==> src/rtl/core/qvr_pkg.sv <==
// ---------------------------------------------------------------------------
// qvr_pkg
// shared types and constants of the quaternion vector rotator
// ---------------------------------------------------------------------------
package qvr_pkg;

  localparam int QUAT_WIDTH    = 16;
  localparam int ROT_WIDTH     = 18;
  localparam int CFG_IDX_WIDTH = 2;
  localparam int ROT_MAX       = 131071;
  localparam int ROT_MIN       = -131072;

  typedef enum logic [CFG_IDX_WIDTH-1:0] {
    CFG_QUAT_W = 2'd0,
    CFG_QUAT_I = 2'd1,
    CFG_QUAT_J = 2'd2,
    CFG_QUAT_K = 2'd3
  } cfg_idx_e;

endpackage

==> src/rtl/core/qvr_cfg_regs.sv <==
// ---------------------------------------------------------------------------
// qvr_cfg_regs
// rotation quaternion registers, identity after reset
// ---------------------------------------------------------------------------
module qvr_cfg_regs #(
  parameter int QUAT_FRAC_BITS = 14,
  parameter int QW             = 16
) (
  input  logic                                   clk_i,
  input  logic                                   rst_ni,
  input  logic                                   cfg_we_i,
  input  logic [qvr_pkg::CFG_IDX_WIDTH-1:0]      cfg_idx_i,
  input  logic [qvr_pkg::QUAT_WIDTH-1:0]         cfg_data_i,
  output logic signed [QW-1:0]                   quat_w_o,
  output logic signed [QW-1:0]                   quat_i_o,
  output logic signed [QW-1:0]                   quat_j_o,
  output logic signed [QW-1:0]                   quat_k_o
);

  localparam logic signed [QW-1:0] ONE =
    {{(QW-QUAT_FRAC_BITS-1){1'b0}}, 1'b1, {QUAT_FRAC_BITS{1'b0}}};

  logic signed [QW-1:0] w_q, i_q, j_q, k_q;
  logic signed [QW-1:0] data_ext;

  assign data_ext = QW'($signed(cfg_data_i));

  always_ff @(posedge clk_i or negedge rst_ni) begin
    if (!rst_ni) begin
      w_q <= ONE;
      i_q <= '0;
      j_q <= '0;
      k_q <= '0;
    end else if (cfg_we_i) begin
      case (qvr_pkg::cfg_idx_e'(cfg_idx_i))
        qvr_pkg::CFG_QUAT_W: w_q <= data_ext;
        qvr_pkg::CFG_QUAT_I: i_q <= data_ext;
        qvr_pkg::CFG_QUAT_J: j_q <= data_ext;
        qvr_pkg::CFG_QUAT_K: k_q <= data_ext;
        default: ;
      endcase
    end
  end

  assign quat_w_o = w_q;
  assign quat_i_o = i_q;
  assign quat_j_o = j_q;
  assign quat_k_o = k_q;

endmodule

==> config.mk <==
export PLATFORM = sky130hd
export DESIGN_NAME = qvr_cfg_regs
export DESIGN_NICKNAME = d
export VERILOG_FILES = /design/src/rtl/core/qvr_pkg.sv /design/src/rtl/core/qvr_cfg_regs.sv
export SDC_FILE = /design/constraint.sdc
export NUM_CORES = 1
export LEC_CHECK = 0
export ABC_AREA = 1
export BUFFER_PORTS_ARGS = -buffer_cell sky130_fd_sc_hd__buf_2
export CORE_MARGIN = 10
export CORE_UTILIZATION = 50
export DETAILED_ROUTE_END_ITERATION = 10
export GPL_TIMING_DRIVEN = 0
export HOLD_SLACK_MARGIN = 0.03
export PLACE_DENSITY_LB_ADDON = 0.2
export SETUP_SLACK_MARGIN = 0.1
export SLEW_MARGIN = 30
export SYNTH_ARGS = -nofsm -noshare
export SYNTH_HDL_FRONTEND = slang
export SYNTH_SLANG_ARGS = --single-unit
==> constraint.sdc <==
create_clock -name clk_i -period 0.8 [get_ports clk_i]
set_input_delay 0.08 -clock clk_i [delete_from_list [all_inputs] [get_ports clk_i]]
set_output_delay 0.08 -clock clk_i [all_outputs]
set_load 0.02 [all_outputs]
==> flow_metrics.py, run 1 <==
metrics = {
    "placement": {
        "dpl_cell_area_um2": 3180,
        "dp.cells": 437,
        "gp_congestion": 0.772,
        "hpwlAfterDp_mm": 5.33,
        "numPortBuffers": 82,
    },
    "clock_tree": {
        "insertion_delay_ns": 0.35,
        "clock_sinks": 64,
        "cts_tree": "yes",
        "cts_hold_buf": 9,
        "cts-buffers-inserted": 9,
        "ctsLongestPathBuffers": 2,
        "htreeDepth": 3,
        "clk_pin_slew_worst_paths_ns": 0.07,
        "root_buffer": "clkbuf_8",
    },
    "sta": {
        "rsz0062_at_grt": "yes",
        "fin_skew_ns": 0,
        "hold_viol": 63,
        "slew_viol_final": 0,
        "layout_min_cycle_time_ns": 1.07,
        "finalSetupViolCount": 66,
        "post-route-period-util_pct": 134,
        "maxSlewHeadroom_pct": 47.2,
        "worst_pin_slew_ns": 0.792,
        "timing.fmax_mhz": 930,
        "postLayoutSetupSlackWorst_ns": -0.275,
        "fin_hold_ws_ns": -0.182,
    },
    "setup_path": {
        "crit_path_max_incr_delay_ns": 0.54,
        "path_cells": "buf_6",
        "critPathTopFamily": "flip-flops",
        "r2r-end": "quat_w_o[5]",
        "cp-end-kind": "primary output",
        "r2r_setup_slack_ns": -0.01,
        "cp_slowest_cell": "dfstp_2",
        "r2r_cells": 3,
        "worstPathArrival_ns": 0.99,
        "path_class": "reg -> out",
        "rr_startpoint": "quat_w_o[5]",
        "crit_buf_inv": 1,
        "start_kind": "flop",
        "crit_fanout": 2,
        "crit_required_ns": 0.72,
    },
    "die": {
        "die_h_um": 92.3,
        "rows": 26,
        "coreArea_um2": 5070,
        "dieArea_um2": 8520,
        "initial_utilization_pct": 51.5,
        "ios": 85,
        "die_x_um": 92.3,
    },
    "pwr": {
        "clkPwrFrac_pct": 27.2,
        "p_sw_share_pct": 33.0,
        "p_sw_mw": 3.52,
        "internal_power_mw": 7.14,
        "p_per_area_nw_per_um2": 2460,
        "combPwrFrac_pct": 33.3,
        "vdd_drop_max_mv": 1.48,
        "p_seq_share_pct": 39.5,
        "power.leakage_nw": 2.31,
    },
    "global_routing": {
        "grt_pass1_wl_mm": 13.4,
        "grt.overflow.total": 0,
        "grt_max_degree": 65,
        "antenna_found_initial": 0,
        "grt_pass1_vias": 2641,
        "grtUsageTotal_pct": 19.9,
    },
    "worst_hold_path": {
        "min-delay-path-class": "in -> async",
    },
    "synthesis": {
        "syn_inst": 285,
        "ys_ff_latch": 64,
        "synth_cell_types": 13,
        "netlist_area_um2": 2610,
        "syn_area_per_cell_um2": 9.17,
        "ys_warn_count": 0,
        "yosysSeqAreaShare_pct": 61.4,
        "synth_nets": 306,
    },
    "route": {
        "num_vias": 2845,
        "ant_nets": 0,
        "routedWlPerCell_um": 20.4,
        "wl_mm": 10.0,
        "vias_per_cell": 5.79,
        "route.detailed.drc": 0,
        "drt_iter0_markers": 260,
        "firstDrtPassIters": 5,
    },
    "flow_run": {
        "drv_cap": 0,
    },
    "cells_and_area": {
        "fillers": 246,
        "final_net_count": 437,
        "fin_cells": 491,
        "drive_above_1_share_pct": 43.2,
        "area_delta_synth_final_pct": 66.2,
        "antenna_cells": 0,
        "stdcell_area_um2": 4340,
    },
    "run_status": {
        "status": "finished, violations left",
        "violations": "negative hold slack, negative setup slack",
    },
}
what timing repair did:
action | CTS | global route
hold endpoints to repair | 72 | 63
buffers inserted | 16 | 23
endpoints found under the setup margin | 64 | 126
resized for setup | 129 | 84
pin swaps | 2 | 10
worst register-to-register path: stages (launching register included):
cell,delay (ns)
dfrtp_1,0.40
buf_4,0.15
nand2_1,0.08
nand2_1,0.07
cells in the mapped netlist:
master,number,area share [%]
buf_1,2,0.29
dfstp_2,1,1.0
nand2_1,128,18
clkbuf_1,7,1.0
nand3_2,2,0.77
nand3_1,17,3.3
nor2_2,1,0.24
nand2_2,1,0.24
nand4_1,48,11
clkinv_1,2,0.29
dfrtp_1,63,60
buf_2,11,2.1
buf_4,2,0.57
cells in the final DEF, fill, tap and decap left out, types with 3 or more instances in the layout:
master	synthesis	final
clkbuf_8	0	12
nand3_1	17	16
dfrtp_1	63	63
buf_4	2	5
clkinv_2	0	4
clkbuf_2	0	3
buf_2	11	17
dlymetal6s4s_1	0	7
nand4_1	48	48
nand2_2	1	30
nand2_1	128	97
buf_6	0	101
clkbuf_1	7	5
routing by layer:
layer / GRT usage [%] / wire length, um / up-vias
met5: 0 / 0 / -
met4: 9.51 / 447 / 0
met3: 7.09 / 1050 / 51
met2: 31.8 / 4870 / 203
met1: 23.3 / 3660 / 1365
li1: - / - / 1226
power groups by stage:
stage	registers (mW)	clock network [mW]	logic, mW
finish	4.21	2.90	3.55
global route	4.25	3.02	3.76
CTS	4.12	2.83	3.02
detailed placement	4.06	0	2.18
global placement	4.04	0	2.15
floorplan	4.73	0	0.604
stage by stage:
stage	setup TNS, ns	power (mW)	setup slack (ns)	utilization, %
global route	-12.15	11.0	-0.296	85.6
global placement	-43.74	6.19	-0.540	62.5
CTS	-10.09	9.97	-0.275	78.6
detailed placement	-11.22	6.24	-0.231	62.6
finish	-10.91	10.7	-0.275	85.6
floorplan	-0.189	5.33	-0.0211	-
registers in the layout (all words and copies together), names as in the netlist:
| register | flops |
|---|---|
| quat_j_o | 16 |
| quat_k_o | 16 |
| quat_i_o | 16 |
| quat_w_o | 16 |
worst max path at each step:
stage | cells after the start | startpoint | endpoint
global placement | 1 | rst_ni | quat_k_o[10]
floorplan | 6 | cfg_idx_i[0] | quat_w_o[0]
CTS | 1 | quat_w_o[14] | quat_w_o[14]
detailed placement | 5 | cfg_we_i | quat_k_o[0]
finish | 1 | quat_w_o[14] | quat_w_o[14]
global route | 1 | quat_w_o[14] | quat_w_o[14]
cell families after synthesis:
logic type	Yosys count	share of synthesized area (%)
buf+inv	24	4.26
flops	64	61.4
simple gates	197	34.4
final cells by class:
cell class | count | area, um2 | share of cell area [%]
Sequential cell | 64 | 1600 | 36.9
Multi-Input combinational cell | 197 | 1000 | 23.1
Clock buffer | 13 | 159 | 3.66
Buffer | 22 | 155 | 3.57
Timing Repair Buffer | 120 | 1280 | 29.6
Inverter | 2 | 10.0 | 0.231
Clock inverter | 3 | 40.0 | 0.922
Tap cell | 70 | 87.6 | 2.02
No activity file was read; power rests on OpenSTA's default activity.
==> inputs of run 2 (changes only) <==
--- a/config.mk
+++ b/config.mk
@@ -13,6 +13,7 @@
 export GPL_TIMING_DRIVEN = 0
 export HOLD_SLACK_MARGIN = 0.03
 export PLACE_DENSITY_LB_ADDON = 0.2
+export REMOVE_ABC_BUFFERS = 1
 export SETUP_SLACK_MARGIN = 0.1
 export SLEW_MARGIN = 30
 export SYNTH_ARGS = -nofsm -noshare
==> flow_metrics.py, run 2 (synthesized netlist as in run 1, its figures left out) <==
metrics = {
    "placement": {
        "post-place-ws_ns": -1.37,
        "numPortBuffers": 84,
        "gp_congestion": 0.731,
        "dpl_cell_area_um2": 3050,
        "hpwlAfterDp_mm": 4.58,
    },
    "clock_tree": {
        "htreeDepth": 3,
        "clock_sinks": 64,
        "insertion_delay_ns": 0.33,
        "root_buffer": "clkbuf_8",
        "ctsLongestPathBuffers": 2,
        "clk_pin_slew_worst_paths_ns": 0.07,
        "cts_hold_buf": 10,
        "cts-buffers-inserted": 9,
        "cts_tree": "yes",
    },
    "cells_and_area": {
        "final_cell_mix": "97 x nand2_1, 94 x buf_6, 63 x dfrtp_1",
        "area_delta_synth_final_pct": 63.8,
        "final_net_count": 426,
        "fillers": 286,
        "final_common_cell": "nand2_1",
        "drive_above_1_share_pct": 41.6,
        "stdcell_area_um2": 4280,
    },
    "sta": {
        "postLayoutSetupSlackWorst_ns": -0.252,
        "post-route-period-util_pct": 132,
        "finalSetupViolCount": 65,
        "fin_hold_ws_ns": -0.396,
        "rsz0062_at_grt": "yes",
        "hold_viol": 63,
        "layout_min_cycle_time_ns": 1.05,
        "maxSlewHeadroom_pct": 76.1,
        "slew_viol_final": 0,
        "timing.fmax_mhz": 950,
        "worst_pin_slew_ns": 0.358,
        "fin_skew_ns": 0,
        "tns_ns": -9.64,
    },
    "route": {
        "route.detailed.drc": 0,
        "vias_per_cell": 5.48,
        "firstDrtPassIters": 5,
        "wl_mm": 9.46,
        "num_vias": 2630,
        "ant_nets": 0,
        "drt_iter0_markers": 219,
        "routedWlPerCell_um": 19.7,
    },
    "setup_path": {
        "start_kind": "flop",
        "path_class": "reg -> out",
        "rr_startpoint": "quat_j_o[9]",
        "crit_required_ns": 0.72,
        "crit_buf_inv": 1,
        "critPathTopFamily": "flip-flops",
        "crit_fanout": 2,
        "r2r-end": "quat_j_o[9]",
        "path_cells": "buf_6",
        "r2r_setup_slack_ns": -0.01,
        "worstPathArrival_ns": 0.97,
        "crit_path_max_incr_delay_ns": 0.53,
        "cp_slowest_cell": "dfstp_2",
        "r2r_cells": 3,
        "cp-end-kind": "primary output",
    },
    "global_routing": {
        "grt_pass1_wl_mm": 14.1,
        "grt_pass1_vias": 2598,
        "grt_max_degree": 69,
        "grtUsageTotal_pct": 20.6,
        "antenna_found_initial": 1,
        "grt.overflow.total": 0,
    },
    "die": {
        "rows": 26,
        "die_h_um": 92.3,
        "dieArea_um2": 8520,
        "ios": 85,
        "die_x_um": 92.3,
        "coreArea_um2": 5070,
        "initial_utilization_pct": 51.5,
    },
    "pwr": {
        "combPwrFrac_pct": 35.2,
        "p_sw_share_pct": 33.1,
        "p_sw_mw": 3.29,
        "internal_power_mw": 6.65,
        "clkPwrFrac_pct": 22.3,
        "p_seq_share_pct": 42.5,
        "power.leakage_nw": 2.21,
        "p_per_area_nw_per_um2": 2320,
        "vdd_drop_max_mv": 1.44,
    },
    "run_status": {
        "status": "finished, violations left",
        "violations": "negative hold slack, negative setup slack",
    },
    "worst_hold_path": {
        "min-delay-path-class": "in -> async",
    },
    "flow_run": {
        "drv_cap": 0,
    },
}
run 2: how the worst max path moves through the flow:
stage                               to          from  depth (start not counted)
after floorplan            quat_w_o[0]  cfg_idx_i[1]                          4
after global placement     quat_k_o[9]      cfg_we_i                          4
after detailed placement  quat_j_o[11]  cfg_idx_i[0]                          5
after CTS                 quat_w_o[14]  quat_w_o[14]                          1
after global routing      quat_w_o[14]  quat_w_o[14]                          1
final                     quat_w_o[14]  quat_w_o[14]                          1
run 2: routing by layer:
metal / global-route usage, % / wire length [um]
met2: 32.2 / 4740
met1: 26.2 / 3710
met3: 6.03 / 903
met4: 8.61 / 102
met5: 0 / 0
run 2: power groups by stage:
stage	Combinational, mW	Clock (mW)	Sequential, mW
after global routing	3.74	2.41	4.27
final	3.50	2.22	4.22
after global placement	2.07	0	4.06
after detailed placement	2.13	0	4.07
after floorplan	0.465	0	4.73
after CTS	3.05	2.26	4.14
run 2: area by class of cell:
class	count	area, um2	area share [%]
Timing Repair Buffer	129	1370	32.0
Tap cell	70	87.6	2.05
Sequential cell	64	1600	37.4
Multi-Input combinational cell	199	1050	24.4
Clock buffer	14	143	3.33
Inverter	2	25.0	0.585
Clock inverter	1	5.00	0.117
Antenna cell	1	2.50	0.0585
run 2: stage by stage:
step | power [mW] | std cells | util, %
after global placement | 6.13 | 417 | 59.4
after detailed placement | 6.20 | 418 | 60.1
final | 9.94 | 480 | 84.3
after floorplan | 5.19 | 263 | -
after CTS | 9.46 | 463 | 77.6
after global routing | 10.4 | 480 | 84.3
run 2: repair_timing:
action / in CTS / in global routing
pin swaps: 19 / 29
endpoints found under the setup margin: 128 / 120
gates resized for setup: 150 / 66
gates cloned: 0 / 2
buffers inserted: 20 / 20
hold endpoints to repair: 78 / 63
==> inputs of run 3 (changes only) <==
--- a/config.mk
+++ b/config.mk
@@ -7,7 +7,6 @@
 export LEC_CHECK = 0
 export ABC_AREA = 1
 export BUFFER_PORTS_ARGS = -buffer_cell sky130_fd_sc_hd__buf_2
-export CORE_MARGIN = 10
 export CORE_UTILIZATION = 50
 export DETAILED_ROUTE_END_ITERATION = 10
 export GPL_TIMING_DRIVEN = 0
==> flow_metrics.py, run 3 (synthesized netlist as in run 1, its figures left out) <==
metrics = {
    "setup_path": {
        "crit_fanout": 2,
        "critPathTopFamily": "flip-flops",
        "cp_slowest_cell": "dfstp_2",
        "crit_buf_inv": 1,
        "cp-end-kind": "primary output",
        "path_class": "reg -> out",
        "path_cells": "buf_6",
        "crit_path_max_incr_delay_ns": 0.56,
        "worstPathArrival_ns": 1.01,
        "start_kind": "flop",
        "crit_required_ns": 0.72,
    },
    "route": {
        "wl_mm": 9.68,
        "firstDrtPassIters": 4,
        "route.detailed.drc": 0,
        "ant_nets": 0,
        "drt_iter0_markers": 388,
        "routedWlPerCell_um": 20.2,
        "num_vias": 2826,
        "vias_per_cell": 5.89,
    },
    "die": {
        "ios": 85,
        "coreArea_um2": 4880,
        "rows": 25,
        "initial_utilization_pct": 53.5,
        "die_h_um": 74.3,
        "dieArea_um2": 5520,
        "die_x_um": 74.3,
    },
    "sta": {
        "timing.fmax_mhz": 916,
        "finalSetupViolCount": 66,
        "slew_viol_final": 0,
        "fin_skew_ns": 0,
        "hold_viol": 29,
        "layout_min_cycle_time_ns": 1.09,
        "rsz0062_at_grt": "yes",
        "fin_hold_ws_ns": -0.335,
        "worst_pin_slew_ns": 0.409,
        "maxSlewHeadroom_pct": 72.8,
        "postLayoutSetupSlackWorst_ns": -0.292,
        "post-route-period-util_pct": 137,
    },
    "cells_and_area": {
        "fin_cells": 480,
        "area_delta_synth_final_pct": 68.2,
        "fin_util_pct": 90.1,
        "drive_above_1_share_pct": 42.4,
        "antenna_cells": 0,
        "final_net_count": 430,
        "stdcell_area_um2": 4400,
        "final_cell_mix": "96 x nand2_1, 96 x buf_6, 63 x dfrtp_1",
    },
    "placement": {
        "dp.cells": 415,
        "hpwlAfterDp_mm": 3.87,
        "numPortBuffers": 84,
        "gp_congestion": 0.722,
        "dpl_cell_area_um2": 3040,
    },
    "flow_run": {
        "drv_cap": 0,
    },
    "pwr": {
        "p_per_area_nw_per_um2": 2400,
        "finalPower_mw": 10.6,
        "vdd_drop_max_mv": 1.50,
        "power.leakage_nw": 2.25,
    },
    "clock_tree": {
        "insertion_delay_ns": 0.34,
        "ctsLongestPathBuffers": 2,
        "root_buffer": "clkbuf_8",
        "clk_pin_slew_worst_paths_ns": 0.07,
        "cts_tree": "yes",
        "clock_sinks": 64,
        "cts_hold_buf": 13,
        "cts-buffers-inserted": 9,
        "htreeDepth": 3,
    },
    "global_routing": {
        "grtUsageTotal_pct": 30.6,
        "grt.overflow.total": 0,
        "grt_max_degree": 69,
        "grt_pass1_wl_mm": 12.3,
        "grt_pass1_vias": 2573,
        "antenna_found_initial": 0,
    },
    "run_status": {
        "status": "finished, violations left",
        "violations": "negative hold slack, negative setup slack",
    },
    "worst_hold_path": {
        "min-delay-path-class": "in -> async",
    },
}
## run 3: cell count changes in the layout (fill, tap and decap cells not counted), sizes merged
| cell | before | now |
|---|---|---|
| inv | 0 | 1 |
| dlygate4sd3 | 7 | 10 |
| diode | 1 | 0 |
| bufinv | 0 | 1 |
| clkbuf | 14 | 12 |
| nand3 | 21 | 22 |
| clkinv | 3 | 2 |
| clkinvlp | 0 | 1 |
## run 3: timing repair
| action | 4_1_cts | 5_1_grt |
|---|---|---|
| gates cloned | 0 | 3 |
| endpoints found under the setup margin | 128 | 121 |
| resized for setup | 152 | 74 |
| buffers inserted | 21 | 24 |
| pin swaps | 21 | 29 |
| endpoints found under the hold margin | 88 | 29 |
## run 3: final timing paths
check / slack, ns / from / depth (start not counted) / endpoint
worst max-delay path: -0.29 / quat_w_o[14] / 1 / quat_w_o[14]
worst min-delay path: -0.33 / rst_ni / 1 / quat_i_o[7]
worst max register to register: -0.04 / quat_w_o[14] / 3 / quat_w_o[14]
worst min register to register: 0.50 / quat_i_o[0] / 2 / quat_i_o[0]
max in group asynchronous: 0.61 / rst_ni / 2 / quat_i_o[6]
min in group clk_i: 0.04 / cfg_data_i[1] / 3 / quat_w_o[1]
## run 3: power by group
| group | internal [mW] | switching, mW | total, mW |
|---|---|---|---|
| Combinational | 1.82 | 1.78 | 3.60 |
| Clock | 1.50 | 1.21 | 2.71 |
| Sequential | 3.76 | 0.488 | 4.25 |
## run 3: final cells by class
| type | count | area (um2) |
|---|---|---|
| Sequential cell | 64 | 1600 |
| Timing Repair Buffer | 132 | 1400 |
| Multi-Input combinational cell | 200 | 1090 |
| Fill cell | 204 | 484 |
| Clock buffer | 12 | 145 |
| Tap cell | 67 | 83.8 |
| Clock inverter | 3 | 42.5 |
| Inverter | 2 | 27.5 |
## run 3: through the flow
| stage | setup TNS, ns | setup slack (ns) | hold slack [ns] |
|---|---|---|---|
| global route | -11.76 | -0.310 | -0.317 |
| floorplan | -3.10 | -0.163 | -0.216 |
| detailed placement | -74.11 | -1.29 | 0.0299 |
| finish | -10.51 | -0.292 | -0.335 |
| global placement | -117.35 | -1.40 | 0.340 |
| CTS | -9.81 | -0.267 | -0.328 |
## run 3: layer usage
layer / track usage, % / routed length (um) / vias up
li1: - / - / 1216
met3: 7.18 / 936 / 28
met1: 38.0 / 3490 / 1395
met4: 13.6 / 229 / 0
met5: 0 / 0 / -
met2: 51.4 / 5030 / 187
