**src/rtl/core/qvr_pkg.sv**
```systemverilog
// ---------------------------------------------------------------------------
// qvr_pkg
// shared types and constants of the quaternion vector rotator
// ---------------------------------------------------------------------------
package qvr_pkg;

  localparam int QUAT_WIDTH    = 16;
  localparam int ROT_WIDTH     = 18;
  localparam int CFG_IDX_WIDTH = 2;
  localparam int ROT_MAX       = 131071;
  localparam int ROT_MIN       = -131072;

  typedef enum logic [CFG_IDX_WIDTH-1:0] {
    CFG_QUAT_W = 2'd0,
    CFG_QUAT_I = 2'd1,
    CFG_QUAT_J = 2'd2,
    CFG_QUAT_K = 2'd3
  } cfg_idx_e;

endpackage

```
**src/rtl/core/qvr_if.sv**
```systemverilog


interface qvr_rot_if;
  logic                                  valid;
  logic                                  ready;
  logic signed [qvr_pkg::ROT_WIDTH-1:0]  rot_x;
  logic signed [qvr_pkg::ROT_WIDTH-1:0]  rot_y;
  logic signed [qvr_pkg::ROT_WIDTH-1:0]  rot_z;
  logic                                  clipped;

  modport source (output valid, output rot_x, output rot_y, output rot_z, output clipped,
                  input ready);
  modport sink   (input valid, input rot_x, input rot_y, input rot_z, input clipped,
                  output ready);
endinterface

```
**src/rtl/core/qvr_round_sat.sv**
```systemverilog
// ---------------------------------------------------------------------------
// qvr_round_sat
// round to nearest, scale back, saturate; holds the output word
// ---------------------------------------------------------------------------
module qvr_round_sat #(
  parameter int QUAT_FRAC_BITS = 14,
  parameter int QW             = 16,
  parameter int VEC_WIDTH      = 16
) (
  input  logic                                   clk_i,
  input  logic                                   rst_ni,
  input  logic                                   in_valid_i,
  output logic                                   in_ready_o,
  input  logic signed [2*QW+VEC_WIDTH+4:0]       acc_x_i,
  input  logic signed [2*QW+VEC_WIDTH+4:0]       acc_y_i,
  input  logic signed [2*QW+VEC_WIDTH+4:0]       acc_z_i,
  qvr_rot_if.source                              rot_o
);

  localparam int AW    = 2*QW + VEC_WIDTH + 5;
  localparam int SHIFT = 2*QUAT_FRAC_BITS;
  localparam int RW    = AW - SHIFT;
  localparam int XW    = (RW > qvr_pkg::ROT_WIDTH) ? RW : qvr_pkg::ROT_WIDTH + 1;
  localparam logic signed [AW-1:0] HALF =
    {{(AW-SHIFT){1'b0}}, 1'b1, {(SHIFT-1){1'b0}}};

  function automatic logic [qvr_pkg::ROT_WIDTH:0] sat_f(input logic signed [AW-1:0] a);
    logic signed [AW-1:0] rn;
    logic signed [XW-1:0] r;
    logic [qvr_pkg::ROT_WIDTH:0] res;
    rn = a + HALF;
    r  = XW'($signed(rn[AW-1:SHIFT]));
    if (r > XW'(qvr_pkg::ROT_MAX)) begin
      res = {1'b1, qvr_pkg::ROT_WIDTH'(qvr_pkg::ROT_MAX)};
    end else if (r < XW'(qvr_pkg::ROT_MIN)) begin
      res = {1'b1, qvr_pkg::ROT_WIDTH'(qvr_pkg::ROT_MIN)};
    end else begin
      res = {1'b0, r[qvr_pkg::ROT_WIDTH-1:0]};
    end
    return res;
  endfunction

  logic                            v_q;
  logic                            en;
  logic [qvr_pkg::ROT_WIDTH:0]     sx, sy, sz;
  logic [qvr_pkg::ROT_WIDTH-1:0]   rx_q, ry_q, rz_q;
  logic                            clip_q;

  assign en         = !v_q || rot_o.ready;
  assign in_ready_o = en;

  assign sx = sat_f(acc_x_i);
  assign sy = sat_f(acc_y_i);
  assign sz = sat_f(acc_z_i);

  always_ff @(posedge clk_i or negedge rst_ni) begin
    if (!rst_ni) begin
      v_q <= 1'b0;
    end else if (en) begin
      v_q <= in_valid_i;
    end
  end

  always_ff @(posedge clk_i) begin
    if (en) begin
      rx_q   <= sx[qvr_pkg::ROT_WIDTH-1:0];
      ry_q   <= sy[qvr_pkg::ROT_WIDTH-1:0];
      rz_q   <= sz[qvr_pkg::ROT_WIDTH-1:0];
      clip_q <= sx[qvr_pkg::ROT_WIDTH] | sy[qvr_pkg::ROT_WIDTH] | sz[qvr_pkg::ROT_WIDTH];
    end
  end

  assign rot_o.valid   = v_q;
  assign rot_o.rot_x   = $signed(rx_q);
  assign rot_o.rot_y   = $signed(ry_q);
  assign rot_o.rot_z   = $signed(rz_q);
  assign rot_o.clipped = clip_q;

endmodule

```
**src/flat_wrapper.sv**
```systemverilog
// flat-port wrapper written by rule: the top's interface ports become plain ports
module qvr_round_sat_flat 
#(
  parameter int QUAT_FRAC_BITS = 14,
  parameter int QW             = 16,
  parameter int VEC_WIDTH      = 16
)
  (clk_i, rst_ni, in_valid_i, in_ready_o, acc_x_i, acc_y_i, acc_z_i, rot_o_valid, rot_o_rot_x, rot_o_rot_y, rot_o_rot_z, rot_o_clipped, rot_o_ready);
  qvr_rot_if rot_o_i ();
  input  logic clk_i;
  input  logic rst_ni;
  input  logic in_valid_i;
  output logic in_ready_o;
  input  logic signed [2*QW+VEC_WIDTH+4:0] acc_x_i;
  input  logic signed [2*QW+VEC_WIDTH+4:0] acc_y_i;
  input  logic signed [2*QW+VEC_WIDTH+4:0] acc_z_i;
  output wire logic [$bits(rot_o_i.valid)-1:0] rot_o_valid;
  output wire logic [$bits(rot_o_i.rot_x)-1:0] rot_o_rot_x;
  output wire logic [$bits(rot_o_i.rot_y)-1:0] rot_o_rot_y;
  output wire logic [$bits(rot_o_i.rot_z)-1:0] rot_o_rot_z;
  output wire logic [$bits(rot_o_i.clipped)-1:0] rot_o_clipped;
  input wire logic [$bits(rot_o_i.ready)-1:0] rot_o_ready;
  assign rot_o_valid = rot_o_i.valid;
  assign rot_o_rot_x = rot_o_i.rot_x;
  assign rot_o_rot_y = rot_o_i.rot_y;
  assign rot_o_rot_z = rot_o_i.rot_z;
  assign rot_o_clipped = rot_o_i.clipped;
  assign rot_o_i.ready = rot_o_ready;
  qvr_round_sat #(.QUAT_FRAC_BITS(QUAT_FRAC_BITS), .QW(QW), .VEC_WIDTH(VEC_WIDTH)) u_core (.clk_i(clk_i), .rst_ni(rst_ni), .in_valid_i(in_valid_i), .in_ready_o(in_ready_o), .acc_x_i(acc_x_i), .acc_y_i(acc_y_i), .acc_z_i(acc_z_i), .rot_o(rot_o_i));
endmodule
```
**config.mk**
```make
export PLATFORM = sky130hd
export DESIGN_NAME = qvr_round_sat_flat
export DESIGN_NICKNAME = d
export VERILOG_FILES = /design/src/rtl/core/qvr_pkg.sv /design/src/rtl/core/qvr_if.sv /design/src/rtl/core/qvr_round_sat.sv /design/src/flat_wrapper.sv
export SDC_FILE = /design/constraint.sdc
export NUM_CORES = 1
export LEC_CHECK = 0
export BUFFER_PORTS_ARGS = -buffer_cell sky130_fd_sc_hd__buf_2
export CAP_MARGIN = 20
export CORE_MARGIN = 3
export CORE_UTILIZATION = 44
export DETAILED_ROUTE_END_ITERATION = 16
export MAX_ROUTING_LAYER = met4
export PLACE_DENSITY_LB_ADDON = 0.3
export RECOVER_POWER = 50
export SLEW_MARGIN = 20
export SYNTH_ARGS = -nofsm -noshare
export SYNTH_HDL_FRONTEND = slang
export SYNTH_SLANG_ARGS = --single-unit
```
**constraint.sdc**
```tcl
create_clock -name clk_i -period 2.9 [get_ports clk_i]
set_input_delay 0.29 -clock clk_i [delete_from_list [all_inputs] [get_ports clk_i]]
set_output_delay 0.29 -clock clk_i [all_outputs]
set_load 0.01 [all_outputs]
```
==> results of run 1 <==
[stage by stage]
step                      hold slack (ps)  std cells  setup WS [ps]
after floorplan                     -5.59        370            461
after global placement               65.0        618            178
after detailed placement             67.1        618           79.4
after CTS                             156        627            391
after global routing                  163        627            161
final                                 166        627            404
[state kept, by name (all words and copies together) (netlist names)]
signal	cells
u_core.rot_o.rot_y	18
u_core.rot_o.clipped	1
u_core.rot_o.rot_x	18
u_core.rot_o.rot_z	18
u_core.rot_o.valid	1
[path summary, 6_finish.rpt]
path / start / end / slack, ps / cells after the start
max reg2reg: u_core.rot_o.valid / u_core.rot_o.rot_z[13] / 750 / 2
max: acc_x_i[35] / u_core.rot_o.rot_x[1] / 400 / 8
min in group asynchronous: rst_ni / u_core.rot_o.valid / 280 / 2
max in group asynchronous: rst_ni / u_core.rot_o.valid / 2540 / 2
min: in_valid_i / u_core.rot_o.valid / 170 / 2
min reg2reg: u_core.rot_o.valid / u_core.rot_o.valid / 1430 / 2
[cell usage in the layout, fill, tap and decap left out, types with 14 or more instances in the layout]
cell type / instances
buf_2: 82
clkbuf_1: 56
edfxtp_1: 55
o21ai_0: 44
xnor2_1: 37
nand3_1: 33
xor2_1: 28
nand4_1: 24
nor2_1: 21
nand2_1: 18
buf_4: 16
and3_1: 14
[routing by layer]
metal / vias up / global-route usage (%) / wire length, um / part of all wire, %
met5: - / - / 0 / 0
li1: 1707 / - / - / -
met2: 143 / 31.6 / 4290 / 48
met1: 1571 / 22.4 / 3880 / 43
met3: 10 / 4.07 / 741 / 8.2
met4: 0 / 3.78 / 89 / 0.99
[cell type report]
cell class                 instances  area (um^2)  area share, %
clock inverter                     3         17.5          0.377
tap                              105          131           2.83
inverter                           9         33.8          0.727
clock buffer                       5         68.8           1.48
multi-input combinational        294         1970           42.4
timing repair buffer             155          751           16.2
sequential                        56         1680           36.1
[cell families after synthesis]
| group | share of synthesized area, % |
|---|---|
| DFF | 44.7 |
| AOI/OAI and AO/OA | 12.1 |
| buffers and inverters | 2.60 |
| muxes | 0.868 |
| adders and majority gates | 1.67 |
| xor gates and xnor gates | 15.2 |
| and+or+nand+nor | 22.9 |
[power breakdown]
part	switching (mW)	total (mW)	internal, mW
logic	0.226	0.368	0.142
registers	0.0164	0.980	0.964
clock network	0.255	0.424	0.170
[repair_timing]
item,4_1_cts,5_1_grt
hold endpoints to repair,1,0
hold buffers,1,0
setup endpoints to repair,0,0
==> results.py, run 1 <==
metrics = {
    "clock_network": {
        "cts_tree": "built",
        "clockRootBuffer": "clkbuf_8",
        "post_cts_resize_count": 0,
        "cts_buffer_depth": 2,
        "clk_pin_slew_ps": 100,
        "cts_max_level": 2,
        "postCtsSetupBuffers": 0,
        "clock-sinks": 56,
        "numCtsBuffers": 5,
        "clk_latency_ps": 300,
    },
    "setup_path": {
        "critPathKind": "input port to flop",
        "crit_arrival_ps": 2630,
        "cpPeakStageDelay_ps": 470,
        "required_ps": 3040,
        "cp_common_cell": "nor4_1",
        "critPathSlowestCell": "nor4_1",
        "crit_family": "simple AND/OR/NAND/NOR gates",
        "critical_path.startpoint_type": "input port",
        "cp_cell_sequence": "buf_2 -> and3_1 -> nand4_1 -> nor4_1 -> mux2_2 -> nor4_1 -> nor2_1 -> o21ai_0",
        "crit_buf_inv": 1,
        "endpoint_kind": "flop",
        "worstPathMaxFanout": 16,
    },
    "floorplan": {
        "dieArea_um2": 9660,
        "core-area_um2": 8260,
        "die_h_um": 98.3,
        "fp.dieW_um": 98.3,
        "initial_core_util_pct": 45.4,
        "std_cell_rows": 33,
        "ios": 220,
    },
    "detailed_routing": {
        "antenna_left": 0,
        "wl_um": 9000,
        "first_iter_violations": 140,
        "drc": 0,
        "routedWlPerCell_um": 14.4,
        "num_vias": 3431,
        "routed_via_density": 5.47,
        "first_pass_iters": 4,
    },
    "synthesis": {
        "yosysSeqAreaShare_pct": 44.7,
        "synth_largest_area_cell": "edfxtp_1",
        "yosysWarnings": 0,
        "synth_most_common_cell": "edfxtp_1",
        "synth_edf_count": 55,
        "synth_top_cell_area_share_pct": 44.1,
        "netlist_top_cells_area": "edfxtp_1 44%, xnor2_1 8.6%, xor2_1 6.5%",
        "netlist_top_cells_count": "55 x edfxtp_1, 44 x o21ai_0, 37 x xnor2_1",
        "synth_ff_type": "edfxtp_1",
        "syn_inst": 370,
        "synth_area_um2": 3750,
        "ys_types": 44,
        "yosys_register_bits": 56,
        "synth.avg_cell_area_um2": 10.1,
        "syn_nets": 538,
        "async_flop_share_pct": 1.79,
    },
    "power_and_ir_drop": {
        "power_mw": 1.77,
        "p_per_area_nw_per_um2": 381,
        "cellLeakagePower_nw": 1.61,
        "peakVddDrop_uv": 191,
    },
    "timing": {
        "finalSetupTns_ps": 0,
        "skew_ps": 3.98,
        "rsz0062_at_grt": "false",
        "slew_violations": 0,
        "max_freq_mhz": 401,
        "finalCritPeriodShare_pct": 86.1,
        "relSlewSlack_pct": 1.59,
        "worst_pin_slew_ps": 1480,
        "hold_violations": 0,
        "period_minus_slack_ps": 2500,
        "setup_viol": 0,
    },
    "final_layout": {
        "n_fill_cell": 739,
        "area_growth_pct": 24.0,
        "final_util_pct": 56.3,
        "insertedDiodeCount": 0,
        "drive_gt1_share_pct": 24.1,
        "nets": 689,
        "finalInstanceArea_um2": 4650,
    },
    "grt": {
        "grt_pass1_wl_um": 14300,
        "antenna_found_initial": 0,
        "grt_start_max_net_pins": 32,
        "grt_pass1_vias": 3140,
        "gr-total-overflow": 0,
        "track_usage_pct": 18.4,
    },
    "placed_design": {
        "place.gp.congestion": 0.924,
        "dp_hpwl_um": 7160,
        "port_buffers": 138,
        "dpl_cell_area_um2": 4630,
    },
    "outcome": {
        "status": "finished, final reports clean",
    },
    "worst_hold_path": {
        "hold_path.class": "input port to flop",
    },
    "job": {
        "maxCapViolCount": 0,
    },
}
No activity file was read; power rests on OpenSTA's default activity.
==> run 2, diff against run 1 <==
- PLACE_DENSITY: default -> 0.81
- PLACE_DENSITY_LB_ADDON: 0.3 -> default
==> results.py, run 2 (synthesis gave the netlist of run 1 again) <==
metrics = {
    "outcome": {
        "status": "finished, final reports clean",
    },
    "power_and_ir_drop": {
        "sw_frac_of_total_pct": 25.3,
        "p_per_area_nw_per_um2": 415,
        "peakVddDrop_uv": 236,
        "internal_power_mw": 1.45,
        "power.switching_mw": 0.490,
        "clock_power_share_pct": 30.6,
        "seqPwrFrac_pct": 50.5,
        "combPwrFrac_pct": 18.9,
        "cellLeakagePower_nw": 1.62,
    },
    "placed_design": {
        "port_buffers": 138,
        "dpl_cell_area_um2": 4630,
        "place.gp.congestion": 0.931,
        "dp_hpwl_um": 7180,
    },
    "setup_path": {
        "critPathKind": "input port to flop",
        "worstPathMaxFanout": 11,
        "cpPeakStageDelay_ps": 640,
        "crit_buf_inv": 2,
        "crit_family": "simple AND/OR/NAND/NOR gates",
        "endpoint_kind": "flop",
        "crit_arrival_ps": 2490,
        "cp_cell_sequence": "buf_2 -> nand3_2 -> or4_4 -> nor4_2 -> xnor2_1 -> and3_1 -> a31o_2 -> buf_4 -> a21oi_2",
        "critPathSlowestCell": "or4_4",
        "required_ps": 2960,
        "critical_path.startpoint_type": "input port",
    },
    "timing": {
        "max_freq_mhz": 411,
        "period_minus_slack_ps": 2440,
        "rsz0062_at_grt": "false",
        "setup_viol": 0,
        "hold_violations": 0,
        "finalCritPeriodShare_pct": 84.0,
        "worst_pin_slew_ps": 923,
        "whs_ps": 169,
        "slew_violations": 0,
        "relSlewSlack_pct": 38.5,
        "skew_ps": 8.29,
        "finalSetupTns_ps": 0,
    },
    "final_layout": {
        "insertedDiodeCount": 0,
        "final_common_cell": "buf_2",
        "drive_gt1_share_pct": 23.3,
        "nets": 687,
        "n_fill_cell": 769,
        "mostFrequentLayoutCells": "80 x buf_2, 60 x clkbuf_1, 55 x edfxtp_1",
        "area_growth_pct": 24.9,
        "finalInstanceArea_um2": 4680,
    },
    "grt": {
        "grt_pass1_wl_um": 14600,
        "grt_pass1_vias": 3203,
        "gr-total-overflow": 0,
        "track_usage_pct": 18.6,
        "grt_start_max_net_pins": 35,
        "antenna_found_initial": 0,
    },
    "detailed_routing": {
        "first_pass_iters": 4,
        "antenna_left": 0,
        "num_vias": 3443,
        "wl_um": 9030,
        "routed_via_density": 5.51,
        "first_iter_violations": 118,
        "drc": 0,
        "routedWlPerCell_um": 14.4,
    },
    "floorplan": {
        "core-area_um2": 8260,
        "std_cell_rows": 33,
        "initial_core_util_pct": 45.4,
        "fp.dieW_um": 98.3,
        "dieArea_um2": 9660,
        "ios": 220,
        "die_h_um": 98.3,
    },
    "clock_network": {
        "clk_latency_ps": 300,
        "cts_buffer_depth": 2,
        "post_cts_resize_count": 0,
        "clockRootBuffer": "clkbuf_8",
        "clock-sinks": 56,
        "cts_max_level": 2,
        "cts_tree": "built",
        "numCtsBuffers": 5,
        "clk_pin_slew_ps": 100,
        "postCtsSetupBuffers": 0,
    },
    "job": {
        "maxCapViolCount": 0,
    },
    "worst_hold_path": {
        "hold_path.class": "input port to flop",
    },
}
## run 2: cell types whose count changed in the layout (fill, tap and decap cells not counted), sizes merged
cell / delta
inv: -1
clkbuf: +5
bufinv: +2
clkinv: -2
buf: -6
## run 2: final timing paths
check	end	depth (start not counted)	slack, ps	startpoint
max	u_core.rot_o.rot_y[8]	9	460	acc_y_i[32]
min	u_core.rot_o.valid	2	170	in_valid_i
max reg2reg	u_core.rot_o.rot_z[13]	2	710	u_core.rot_o.valid
min reg2reg	u_core.rot_o.valid	2	1120	u_core.rot_o.valid
max in group asynchronous	u_core.rot_o.valid	2	2520	rst_ni
min in group asynchronous	u_core.rot_o.valid	2	290	rst_ni
## run 2: area by class of cell
cell class / count / area (um^2) / share of cell area, %
timing repair buffer: 153 / 739 / 15.8
multi-input combinational: 294 / 1970 / 42.0
clock inverter: 2 / 60.1 / 1.28
sequential: 56 / 1680 / 35.8
tap: 105 / 131 / 2.81
inverter: 9 / 33.8 / 0.722
clock buffer: 6 / 72.6 / 1.55
## run 2: metrics by stage
step | power, mW | utilization (%) | std cells | setup slack, ps
2_1_floorplan | 1.18 | - | 370 | 461
3_3_place_gp | 1.37 | 56.0 | 616 | 206
3_5_place_dp | 1.38 | 56.0 | 616 | 162
4_1_cts | 1.97 | 57.7 | 625 | 493
5_1_grt | 2.03 | 56.7 | 625 | 258
6_report | 1.94 | 56.7 | 625 | 465
## run 2: power groups by stage
| stage | clock, mW | sequential, mW | combinational, mW |
|---|---|---|---|
| after detailed placement | 0 | 0.996 | 0.383 |
| after CTS | 0.608 | 0.979 | 0.385 |
| after global placement | 0 | 0.995 | 0.374 |
| final | 0.594 | 0.980 | 0.366 |
| after floorplan | 0 | 1.03 | 0.152 |
| after global routing | 0.641 | 0.986 | 0.405 |
## run 2: repair_timing
action | 4_1_cts | 5_1_grt
hold buffers | 1 | 0
hold endpoints to repair | 1 | 0
setup endpoints to repair | 0 | 0
## run 2: metal layers
| metal | global-route usage [%] | vias to the layer above | share of wire (%) |
|---|---|---|---|
| li1 | - | 1695 | - |
| met1 | 23.0 | 1613 | 43 |
| met2 | 31.2 | 133 | 49 |
| met4 | 2.73 | 0 | 0.20 |
| met3 | 5.14 | 2 | 7.9 |
| met5 | - | - | 0 |
==> run 3, diff against run 2 <==
- ABC_AREA: default -> 1
- CORE_UTILIZATION: 44 -> 42
- PLACE_DENSITY: 0.81 -> 0.77
- clock period: 2.9 -> 2 ns (I/O delays scaled with it)
==> results.py, run 3 <==
metrics = {
    "outcome": {
        "status": "finished, final reports clean",
    },
    "timing": {
        "setup_viol": 0,
        "max_freq_mhz": 536,
        "hold_violations": 0,
        "period_minus_slack_ps": 1860,
        "relSlewSlack_pct": 74.7,
        "finalCritPeriodShare_pct": 93.2,
        "worst_pin_slew_ps": 378,
        "slew_violations": 0,
        "whs_ps": 65.1,
        "skew_ps": 5.84,
        "rsz0062_at_grt": "false",
    },
    "clock_network": {
        "clk_pin_slew_ps": 100,
        "clockRootBuffer": "clkbuf_8",
        "clk_latency_ps": 310,
        "cts_buffer_depth": 2,
        "clock-sinks": 56,
        "postCtsSetupBuffers": 0,
        "numCtsBuffers": 5,
        "cts_tree": "built",
        "cts_max_level": 2,
    },
    "final_layout": {
        "area_growth_pct": 31.2,
        "nets": 959,
        "insertedDiodeCount": 0,
        "finalInstanceArea_um2": 5770,
        "mostFrequentLayoutCells": "207 x nand2_1, 87 x nor2_1, 81 x buf_2",
        "final_common_cell": "nand2_1",
        "final_util_pct": 57.7,
        "drive_gt1_share_pct": 25.1,
        "n_fill_cell": 977,
        "stdcell_count": 925,
    },
    "floorplan": {
        "initial_core_util_pct": 44.0,
        "ios": 220,
        "std_cell_rows": 36,
        "core-area_um2": 10000,
        "dieArea_um2": 11700,
        "die_h_um": 108,
        "fp.dieW_um": 108,
    },
    "grt": {
        "antenna_found_initial": 0,
        "grt_pass1_wl_um": 18900,
        "grt_start_max_net_pins": 51,
        "gr-total-overflow": 0,
        "track_usage_pct": 20.5,
        "grt_pass1_vias": 4064,
    },
    "power_and_ir_drop": {
        "power_mw": 2.99,
        "peakVddDrop_uv": 291,
        "p_per_area_nw_per_um2": 519,
        "cellLeakagePower_nw": 2.57,
    },
    "placed_design": {
        "dpl_cell_area_um2": 5690,
        "place.gp.congestion": 0.940,
        "dp_hpwl_um": 9800,
        "port_buffers": 138,
        "dp_cells": 915,
    },
    "synthesis": {
        "yosysSeqAreaShare_pct": 38.1,
        "yosys_register_bits": 56,
        "synth_top_cell_area_share_pct": 37.5,
        "yosysWarnings": 0,
        "async_flop_share_pct": 1.79,
        "synth_edf_count": 55,
        "netlist_top_cells_area": "edfxtp_1 38%, nand2_1 18%, nor2_1 7.7%",
        "synth_most_common_cell": "nand2_1",
        "netlist_top_cells_count": "207 x nand2_1, 90 x nor2_1, 55 x edfxtp_1",
        "syn_nets": 760,
        "ys_types": 31,
        "synth_largest_area_cell": "edfxtp_1",
        "synth_area_um2": 4400,
        "synth_ff_type": "edfxtp_1",
        "syn_inst": 592,
        "synth.avg_cell_area_um2": 7.43,
    },
    "setup_path": {
        "endpoint_kind": "flop",
        "critPathKind": "input port to flop",
        "critical_path.startpoint_type": "input port",
        "crit_arrival_ps": 1930,
        "reg2reg_depth": 2,
        "required_ps": 2070,
        "r2r_slack_ps": 640,
        "worstPathMaxFanout": 9,
    },
    "detailed_routing": {
        "first_iter_violations": 201,
        "wl_um": 11900,
        "wl_met1_um": 5260,
        "drc": 0,
        "first_pass_iters": 5,
        "dr_wl_met3_um": 739,
        "routed_via_density": 4.77,
        "dr.max_layer_used": "met4",
        "routedWlPerCell_um": 12.9,
        "wl_met2_um": 5760,
        "num_vias": 4411,
        "antenna_left": 0,
    },
    "worst_hold_path": {
        "whs_path_depth": 3,
        "hold_path.class": "input port to flop",
    },
    "job": {
        "maxCapViolCount": 0,
    },
}
-- run 3: worst max-delay path, stage by stage --
cell,delay (ps)
buf_2,100
ha_1,180
nand2_1,90
nor2_2,160
nand2_1,120
nor2_2,190
nand2_1,70
nand2_1,60
nand2_1,40
inv_1,70
nand2_1,70
nor2_1,100
nor2_1,70
inv_2,180
buf_12,160
o21ai_2,60
-- run 3: stage by stage --
step | worst slack [ps] | TNS [ps]
finish | 136 | 0
CTS | 103 | 0
detailed placement | -232 | -6750
floorplan | 184 | 0
global route | 0.0902 | 0
global placement | -148 | -3750
-- run 3: cell families (layout without fill, tap and decap cells) --
group           after synthesis  in the layout  synth area share [%]
buf+inv                      60            260                  6.17
xor+xnor                     49             49                  10.1
compound gates               38             38                  5.52
flops                        56             56                  38.1
simple gates                384            384                  38.7
fa+ha+maj                     5              5                  1.42
-- run 3: path summary, 6_finish.rpt --
path,endpoint,from
min in group asynchronous,u_core.rot_o.valid,rst_ni
min reg2reg,u_core.rot_o.valid,u_core.rot_o.valid
max,u_core.rot_o.rot_z[3],acc_z_i[27]
min,u_core.rot_o.valid,in_valid_i
max reg2reg,u_core.rot_o.rot_z[16],u_core.rot_o.valid
max in group asynchronous,u_core.rot_o.valid,rst_ni
-- run 3: area by class of cell --
| class | count | area (um^2) | share of cell area (%) |
|---|---|---|---|
| Clock buffer | 5 | 68.8 | 1.19 |
| Tap cell | 133 | 166 | 2.88 |
| Sequential cell | 56 | 1680 | 29.0 |
| Timing Repair Buffer | 197 | 1130 | 19.5 |
| Multi-Input combinational cell | 476 | 2450 | 42.5 |
| Inverter | 54 | 203 | 3.51 |
| Timing Repair inverter | 1 | 7.51 | 0.130 |
| Clock inverter | 3 | 68.8 | 1.19 |
-- run 3: timing repair --
action,4_1_cts,5_1_grt
hold buffers,1,0
gates resized for setup,0,7
endpoints found under the setup margin,0,34
endpoints found under the hold margin,1,0
-- run 3: layer usage --
| layer | global-route usage, % | vias up |
|---|---|---|
| li1 | - | 2289 |
| met1 | 26.5 | 1979 |
| met2 | 34.9 | 133 |
| met3 | 2.21 | 10 |
| met4 | 4.69 | 0 |
| met5 | - | - |
-- run 3: report_power, final --
| group | internal, mW | switching, mW |
|---|---|---|
| sequential | 1.40 | 0.0258 |
| combinational | 0.267 | 0.407 |
| clock | 0.505 | 0.394 |
| total | 2.17 | 0.826 |
